**src/hw/rtl/acss_pkg.sv**
```systemverilog
// Shared constants and control/status types of the ADC scan sequencer.
`timescale 1ns / 1ps

package acss_pkg;

  localparam int NUM_CHANNELS = 8;
  localparam int CH_W         = 3;
  localparam int MASK_W       = 8;
  localparam int SAMPLE_W     = 12;
  localparam int STEP_W       = $clog2(NUM_CHANNELS + 1);

  // Commands from the controller to the datapath.
  typedef struct packed {
    logic capture;
    logic step;
    logic lookup;
    logic emit;
  } ctl_cmd_t;

  // Status from the datapath to the controller.
  typedef struct packed {
    logic conv_done;
    logic cand_en;
    logic search_last;
  } ctl_sts_t;

endpackage

```
**src/hw/rtl/acss_ctrl.sv**
```systemverilog
// Controller state machine of the ADC scan sequencer.
`timescale 1ns / 1ps

module acss_ctrl (
  input  logic              clk,
  input  logic              rst_n,
  input  logic              start,
  output logic              busy,
  input  acss_pkg::ctl_sts_t sts,
  output acss_pkg::ctl_cmd_t cmd
);
  import acss_pkg::*;

  typedef enum logic [1:0] {
    ST_IDLE,
    ST_SEARCH,
    ST_LOOKUP,
    ST_EMIT
  } state_t;

  state_t state_r;
  logic   busy_r;
  logic   accept;

  assign accept = start && !busy_r;
  assign busy   = busy_r;

  always_comb begin
    cmd         = '0;
    cmd.capture = accept;
    cmd.step    = (state_r == ST_SEARCH);
    cmd.lookup  = (state_r == ST_LOOKUP);
    cmd.emit    = (state_r == ST_EMIT);
  end

  always_ff @(posedge clk) begin
    if (!rst_n) begin
      state_r <= ST_IDLE;
      busy_r  <= 1'b0;
    end else begin
      unique case (state_r)
        ST_IDLE: begin
          if (accept) begin
            busy_r  <= 1'b1;
            state_r <= sts.conv_done ? ST_SEARCH : ST_LOOKUP;
          end
        end
        ST_SEARCH: begin
          if (sts.cand_en || sts.search_last) begin
            state_r <= ST_LOOKUP;
          end
        end
        ST_LOOKUP: begin
          state_r <= ST_EMIT;
        end
        ST_EMIT: begin
          state_r <= ST_IDLE;
          busy_r  <= 1'b0;
        end
        default: begin
          state_r <= ST_IDLE;
          busy_r  <= 1'b0;
        end
      endcase
    end
  end

  a_busy_matches_state: assert property (@(posedge clk) disable iff (!rst_n)
    busy_r == (state_r != ST_IDLE))
    else $error("busy disagrees with controller state");

  a_emit_returns_idle: assert property (@(posedge clk) disable iff (!rst_n)
    (state_r == ST_EMIT) |=> (state_r == ST_IDLE))
    else $error("controller did not return to idle after emitting");

  a_search_needs_done: assert property (@(posedge clk) disable iff (!rst_n)
    (state_r == ST_IDLE && accept && !sts.conv_done) |=> (state_r == ST_LOOKUP))
    else $error("search entered without a finished conversion");

endmodule

```
**src/hw/rtl/acss_dpath.sv**
```systemverilog
// Datapath of the ADC scan sequencer: scan pointer, sample store, fresh flags.
`timescale 1ns / 1ps

module acss_dpath (
  input  logic                          clk,
  input  logic                          rst_n,
  input  acss_pkg::ctl_cmd_t            cmd,
  output acss_pkg::ctl_sts_t            sts,
  input  logic                          in_conv_done,
  input  logic [acss_pkg::SAMPLE_W-1:0] in_conv_data,
  input  logic [acss_pkg::CH_W-1:0]     in_req_channel,
  input  logic                          cfg_wr,
  input  logic [acss_pkg::MASK_W-1:0]   cfg_data,
  output logic                          out_valid,
  output logic                          out_read_valid,
  output logic [acss_pkg::SAMPLE_W-1:0] out_read_value,
  output logic                          out_start_valid,
  output logic [acss_pkg::CH_W-1:0]     out_start_channel
);
  import acss_pkg::*;

  logic [MASK_W-1:0]       mask_r;
  logic [CH_W-1:0]         scan_r;
  logic [CH_W-1:0]         cand_r;
  logic [STEP_W-1:0]       step_r;
  logic [CH_W-1:0]         req_r;
  logic                    done_r;
  logic [NUM_CHANNELS-1:0] fresh_r;
  logic                    hit_r;
  logic [SAMPLE_W-1:0]     rd_data_r;
  logic [SAMPLE_W-1:0]     store [NUM_CHANNELS];

  logic                    out_valid_r;
  logic                    out_read_valid_r;
  logic [SAMPLE_W-1:0]     out_read_value_r;
  logic                    out_start_valid_r;
  logic [CH_W-1:0]         out_start_channel_r;

  function automatic logic [CH_W-1:0] wrap_inc(input logic [CH_W-1:0] c);
    logic [CH_W-1:0] r;
    if (c == CH_W'(NUM_CHANNELS - 1)) r = '0;
    else r = c + CH_W'(1);
    return r;
  endfunction

  always_comb begin
    sts             = '0;
    sts.conv_done   = in_conv_done;
    sts.cand_en     = mask_r[cand_r];
    sts.search_last = (step_r == STEP_W'(NUM_CHANNELS));
  end

  // Sample store: written on capture, read in the lookup cycle.
  always_ff @(posedge clk) begin
    if (cmd.capture && in_conv_done) begin
      store[scan_r] <= in_conv_data;
    end
    if (cmd.lookup) begin
      rd_data_r <= store[req_r];
    end
  end

  always_ff @(posedge clk) begin
    if (cmd.capture) begin
      req_r  <= in_req_channel;
      done_r <= in_conv_done;
      cand_r <= wrap_inc(scan_r);
      step_r <= STEP_W'(1);
    end else if (cmd.step && !sts.cand_en) begin
      cand_r <= wrap_inc(cand_r);
      step_r <= step_r + STEP_W'(1);
    end
  end

  always_ff @(posedge clk) begin
    if (!rst_n) begin
      mask_r      <= MASK_W'(1);
      scan_r      <= '0;
      fresh_r     <= '0;
      hit_r       <= 1'b0;
      out_valid_r <= 1'b0;
    end else begin
      if (cfg_wr) begin
        mask_r <= cfg_data;
      end
      if (cmd.capture && in_conv_done) begin
        fresh_r[scan_r] <= 1'b1;
      end
      if (cmd.step && sts.cand_en) begin
        scan_r <= cand_r;
      end
      if (cmd.lookup) begin
        hit_r          <= fresh_r[req_r];
        fresh_r[req_r] <= 1'b0;
      end
      out_valid_r <= cmd.emit;
    end
  end

  always_ff @(posedge clk) begin
    if (cmd.emit) begin
      out_read_valid_r    <= hit_r;
      out_read_value_r    <= hit_r ? rd_data_r : '0;
      out_start_valid_r   <= done_r;
      out_start_channel_r <= scan_r;
    end
  end

  assign out_valid         = out_valid_r;
  assign out_read_valid    = out_read_valid_r;
  assign out_read_value    = out_read_value_r;
  assign out_start_valid   = out_start_valid_r;
  assign out_start_channel = out_start_channel_r;

  a_strobe_single: assert property (@(posedge clk) disable iff (!rst_n)
    out_valid_r |=> !out_valid_r)
    else $error("result strobe held for more than one cycle");

  a_step_bounded: assert property (@(posedge clk) disable iff (!rst_n)
    cmd.step |-> (step_r != '0 && step_r <= STEP_W'(NUM_CHANNELS)))
    else $error("search step count out of range");

  a_lookup_clears: assert property (@(posedge clk) disable iff (!rst_n)
    cmd.lookup |=> !fresh_r[$past(req_r)])
    else $error("fresh flag not cleared after lookup");

endmodule

```
**src/hw/rtl/adc_channel_scan_sequencer.sv**
```systemverilog
// Top level of the round-robin ADC channel scan sequencer.
//
//   channel  ports                                   handshake
//   input    in_conv_done, in_conv_data, in_req_*    start && !busy
//   result   out_read_*, out_start_*                 out_valid, one cycle
//   config   cfg_active_mask                         cfg_valid && cfg_ready
//
// An item without a finished conversion goes from idle through lookup and emit;
// with one, a search comes first, visiting one candidate channel per cycle, up to eight.
// The result strobe rises in the same cycle as busy falls; a new start is taken
// at the edge that ends the strobe.
// rst_n is synchronous: mask returns to 1, scan to channel 0, all fresh flags clear.
// The receiver cannot stall; cfg_ready is always high.
`timescale 1ns / 1ps

module adc_channel_scan_sequencer (
  input  logic                          clk,
  input  logic                          rst_n,
  input  logic                          start,
  output logic                          busy,
  input  logic                          in_conv_done,
  input  logic [acss_pkg::SAMPLE_W-1:0] in_conv_data,
  input  logic [acss_pkg::CH_W-1:0]     in_req_channel,
  output logic                          out_valid,
  output logic                          out_read_valid,
  output logic [acss_pkg::SAMPLE_W-1:0] out_read_value,
  output logic                          out_start_valid,
  output logic [acss_pkg::CH_W-1:0]     out_start_channel,
  input  logic                          cfg_valid,
  output logic                          cfg_ready,
  input  logic [acss_pkg::MASK_W-1:0]   cfg_active_mask
);
  import acss_pkg::*;

  ctl_cmd_t cmd;
  ctl_sts_t sts;

  assign cfg_ready = 1'b1;

  acss_ctrl u_ctrl (
    .clk   (clk),
    .rst_n (rst_n),
    .start (start),
    .busy  (busy),
    .sts   (sts),
    .cmd   (cmd)
  );

  acss_dpath u_dpath (
    .clk               (clk),
    .rst_n             (rst_n),
    .cmd               (cmd),
    .sts               (sts),
    .in_conv_done      (in_conv_done),
    .in_conv_data      (in_conv_data),
    .in_req_channel    (in_req_channel),
    .cfg_wr            (cfg_valid && cfg_ready),
    .cfg_data          (cfg_active_mask),
    .out_valid         (out_valid),
    .out_read_valid    (out_read_valid),
    .out_read_value    (out_read_value),
    .out_start_valid   (out_start_valid),
    .out_start_channel (out_start_channel)
  );

endmodule
```
**config.mk**
```make
export PLATFORM = sky130hd
export DESIGN_NAME = adc_channel_scan_sequencer
export DESIGN_NICKNAME = d
export VERILOG_FILES = /design/src/hw/rtl/acss_pkg.sv /design/src/hw/rtl/acss_ctrl.sv /design/src/hw/rtl/acss_dpath.sv /design/src/hw/rtl/adc_channel_scan_sequencer.sv
export SDC_FILE = /design/constraint.sdc
export NUM_CORES = 1
export LEC_CHECK = 0
export BUFFER_PORTS_ARGS = -buffer_cell sky130_fd_sc_hd__buf_2
export CAP_MARGIN = 40
export CORE_MARGIN = 4
export CORE_UTILIZATION = 50
export DETAILED_ROUTE_END_ITERATION = 6
export PLACE_DENSITY_LB_ADDON = 0.25
export REMOVE_ABC_BUFFERS = 1
export SLEW_MARGIN = 40
export SYNTH_ARGS = -nofsm -noshare
export SYNTH_HDL_FRONTEND = slang
export SYNTH_SLANG_ARGS = --single-unit
```
**constraint.sdc**
```tcl
create_clock -name clk -period 2.01 [get_ports clk]
set_input_delay 0.3015 -clock clk [delete_from_list [all_inputs] [get_ports clk]]
set_output_delay 0.3015 -clock clk [all_outputs]
set_load 0.01 [all_outputs]
```
==> impl_metrics.toml <==
[drt]
wl_per_cell_um = 18.8
drtIter0Drc = 324
vias = 3164
ant_nets = 0
drc = 0
wl_mm = 11.2
dr.pass1.iters = 4
via_per_inst = 5.32

[clock_tree]
clk_latency_ps = 410
ctsHoldBuffers = 0
root_buffer = "clkbuf_16"
clk_pin_slew_worst_paths_ps = 70
cts_resized = 0
cts_sinks = 160
numCtsBuffers = 17
cts_tree = "done"
htree_levels = 4
ctsLongestPathBuffers = 2
post_cts_buffers = 0

[global_routing]
grt_start_max_net_pins = 31
antenna_found_initial = 0
track_usage_pct = 16.8
grt_overflow = 0
use_met2_pct = 26.2
use_met3_pct = 4.43
use_met1_pct = 22.7
grt_pass1_wl_mm = 17.7
grt_busiest_layer = "met2"
grt_pass1_vias = 3200

[floorplanning]
core_mm2 = 0.0122
fp.dieArea_mm2 = 0.0144
chipWidth_um = 120
rows = 40
ioPinCount = 48
chipHeight_um = 120
start_util_pct = 51.7

[timing]
fmax_ghz = 0.560
finalMaxSlewViolations = 0
hold_violations = 0
rsz0062_at_grt = "no"
worst_slack_ps = 225
slew_headroom_pct = 62.9
hold-worst-slack_ps = 56.9
finalCriticalPeriod_ps = 1780
fin_tns_setup_ps = 0
tightest_slew_ps = 555
finalCritPeriodShare_pct = 88.8
fin_skew_ps = 7.39
setup_viol = 0

[yosys]
synth.avg_cell_area_um2 = 18.2
ys_warn_count = 0
synth_area_leaders = "edfxtp_1 (63%), mux4_2 (9.3%), dfxtp_1 (8.9%)"
netlist_instances = 345
netlist_area_mm2 = 0.00629
synth_top_area_share_pct = 63.0
ys_types = 37
ys_seq_area_share_pct = 72.0
yosysTopAreaCell = "edfxtp_1"
ys_ff_latch = 160

[finish]
fin_nets = 453
area.growth.synth_to_final_pct = 18.4
fin_cells = 595
diodes = 0
drive_above_1_share_pct = 35.8

[job]
maxCapViolations = 0

[power]
power_mw = 8.52
p_leak_nw = 2.69
power.density_mw_per_mm2 = 1140
peakVddDrop_v = 0.000818

[worst_hold_path]
whs_endpoint = "u_dpath.req_r[2]"
hold_depth = 1
hold_class = "input pin to flip-flop"
hold_start = "in_req_channel[2]"

[critical_path]
ff2ff_setup_slack_ps = 230
max_stage_delay_ps = 540
worstPathArrival_ps = 1920
crit_path_max_fanout = 7
worstSetupEndpointType = "flip-flop"
critPathTopFamily = "flip-flops"
cp_num_buf_inv = 0
ff2ff_path_depth = 4
cp_slowest_cell = "edfxtp_1"
reg2reg_from = "u_dpath.cand_r[0]"
crit_chain = "mux2_4 -> a2bb2oi_2 -> a21boi_4 -> or2_2"
start_kind = "flip-flop"
r2r_end = "u_dpath.cand_r[1]"
worstSetupPathType = "flip-flop to flip-flop"
required_ps = 2140

[placement]
place_ws_ps = 241
dp_cells = 563
hpwl_mm = 7.09
port_buffers = 46
gp_congestion = 0.738

[run_status]
run_status = "complete, no violations"
[area by class of cell]
| class | instances | area, um^2 |
|---|---|---|
| clock buffer | 17 | 425 |
| clock inverter | 15 | 185 |
| fill | 909 | 4720 |
| inverter | 6 | 22.5 |
| multi-input combinational | 163 | 1670 |
| sequential | 160 | 4520 |
| tap | 168 | 210 |
| timing repair buffer | 66 | 405 |
[per-layer routing]
| metal | wire length (um) | part of all wire, % | vias to the layer above |
|---|---|---|---|
| met3 | 529 | 4.7 | 10 |
| met4 | 113 | 1.0 | 0 |
| met1 | 4870 | 43 | 1614 |
| met5 | 0 | 0 | - |
| li1 | - | - | 1477 |
| met2 | 5700 | 51 | 63 |
[worst max path at each step]
stage / start / endpoint / depth (start not counted)
after CTS: u_dpath.req_r[1] / u_dpath.rd_data_r[4] / 2
after detailed placement: u_dpath.cand_r[0] / u_dpath.cand_r[1] / 4
after global routing: u_dpath.cand_r[0] / u_ctrl.state_r[1] / 5
after floorplan: u_ctrl.busy / u_dpath.store[1][0] / 4
after global placement: u_dpath.cand_r[0] / u_dpath.cand_r[1] / 4
final: u_dpath.cand_r[0] / u_dpath.cand_r[1] / 4
[kinds of logic (layout without fill, tap and decap cells)]
family / Yosys count / after routing / synth area share (%)
flip-flops: 160 / 160 / 72.0
AO/OA/AOI/OAI: 20 / 20 / 3.22
other: 1 / 1 / 0.0596
multiplexers: 58 / 58 / 14.7
XOR/XNOR: 1 / 1 / 0.139
adder cells (fa/ha/maj): 11 / 11 / 2.19
buffers and inverters: 22 / 104 / 1.63
AND/OR/NAND/NOR: 72 / 72 / 6.07
[cells in the mapped netlist]
cell type / count
a21boi_4: 1
a21oi_1: 1
a22o_2: 1
a22oi_2: 1
a2bb2oi_2: 1
a31o_2: 1
and2_1: 14
buf_2: 4
buf_4: 2
buf_6: 1
clkbuf_1: 9
clkinv_1: 1
conb_1: 1
dfxtp_1: 28
edfxtp_1: 132
ha_1: 11
inv_1: 5
mux2_2: 12
mux2_4: 1
mux2i_1: 19
mux4_2: 26
nand2_1: 18
nand2b_1: 8
nand3_1: 2
nand3b_1: 3
nand4_1: 1
nor2_1: 9
nor2b_1: 12
nor3_1: 2
o211a_1: 1
o211ai_1: 2
o21ai_0: 2
o221a_2: 8
o31ai_1: 1
or2_2: 2
or3_1: 1
xnor2_1: 1
[layout by cell type, fill, tap and decap left out, drive strengths merged, types with 2 or more instances in the layout]
master / instances
buf: 66
nand2b: 8
clkinvlp: 3
nor2b: 12
nor3: 2
ha: 11
o221a: 8
clkinv: 6
o211ai: 2
inv: 9
mux2: 13
and2: 14
nor2: 9
nand2: 18
clkbuf: 17
edfxtp: 132
bufinv: 3
mux4: 26
nand3: 2
nand3b: 3
or2: 2
mux2i: 19
o21ai: 2
dfxtp: 28
[flip-flops by register name, summed over array words and instances, names as in the netlist]
| register | count |
|---|---|
| u_dpath.out_valid | 1 |
| u_dpath.store | 96 |
| u_dpath.out_read_valid | 1 |
| u_dpath.fresh_r | 8 |
| u_dpath.out_start_valid | 1 |
| u_ctrl.busy | 1 |
| u_dpath.mask_r | 8 |
| u_dpath.out_start_channel | 3 |
| u_ctrl.state_r | 2 |
| u_dpath.cand_r | 3 |
| u_dpath.req_r | 3 |
| u_dpath.step_r | 4 |
| u_dpath.hit_r | 1 |
| u_dpath.done_r | 1 |
| u_dpath.out_read_value | 12 |
| u_dpath.scan_r | 3 |
| u_dpath.rd_data_r | 12 |
[worst reg2reg max path: stages, from the launching register on]
cell and delay [ps]:
edfxtp_1 540, mux2_4 360, a2bb2oi_2 180, a21boi_4 240, or2_2 190
[report_power, final]
| group | total, mW | switching [mW] | leakage [nW] | internal (mW) |
|---|---|---|---|---|
| registers | 4.10 | 0.197 | 1.43 | 3.90 |
| logic | 1.17 | 0.608 | 0.968 | 0.562 |
| clock network | 3.25 | 1.28 | 0.290 | 1.97 |
[metrics by stage]
stage | utilization [%] | instance area, um^2
floorplan | - | 6210
global placement | 56.2 | 6830
detailed placement | 56.2 | 6830
CTS | 61.2 | 7440
global route | 61.2 | 7440
finish | 61.2 | 7440
No activity file was read; power rests on OpenSTA's default activity.
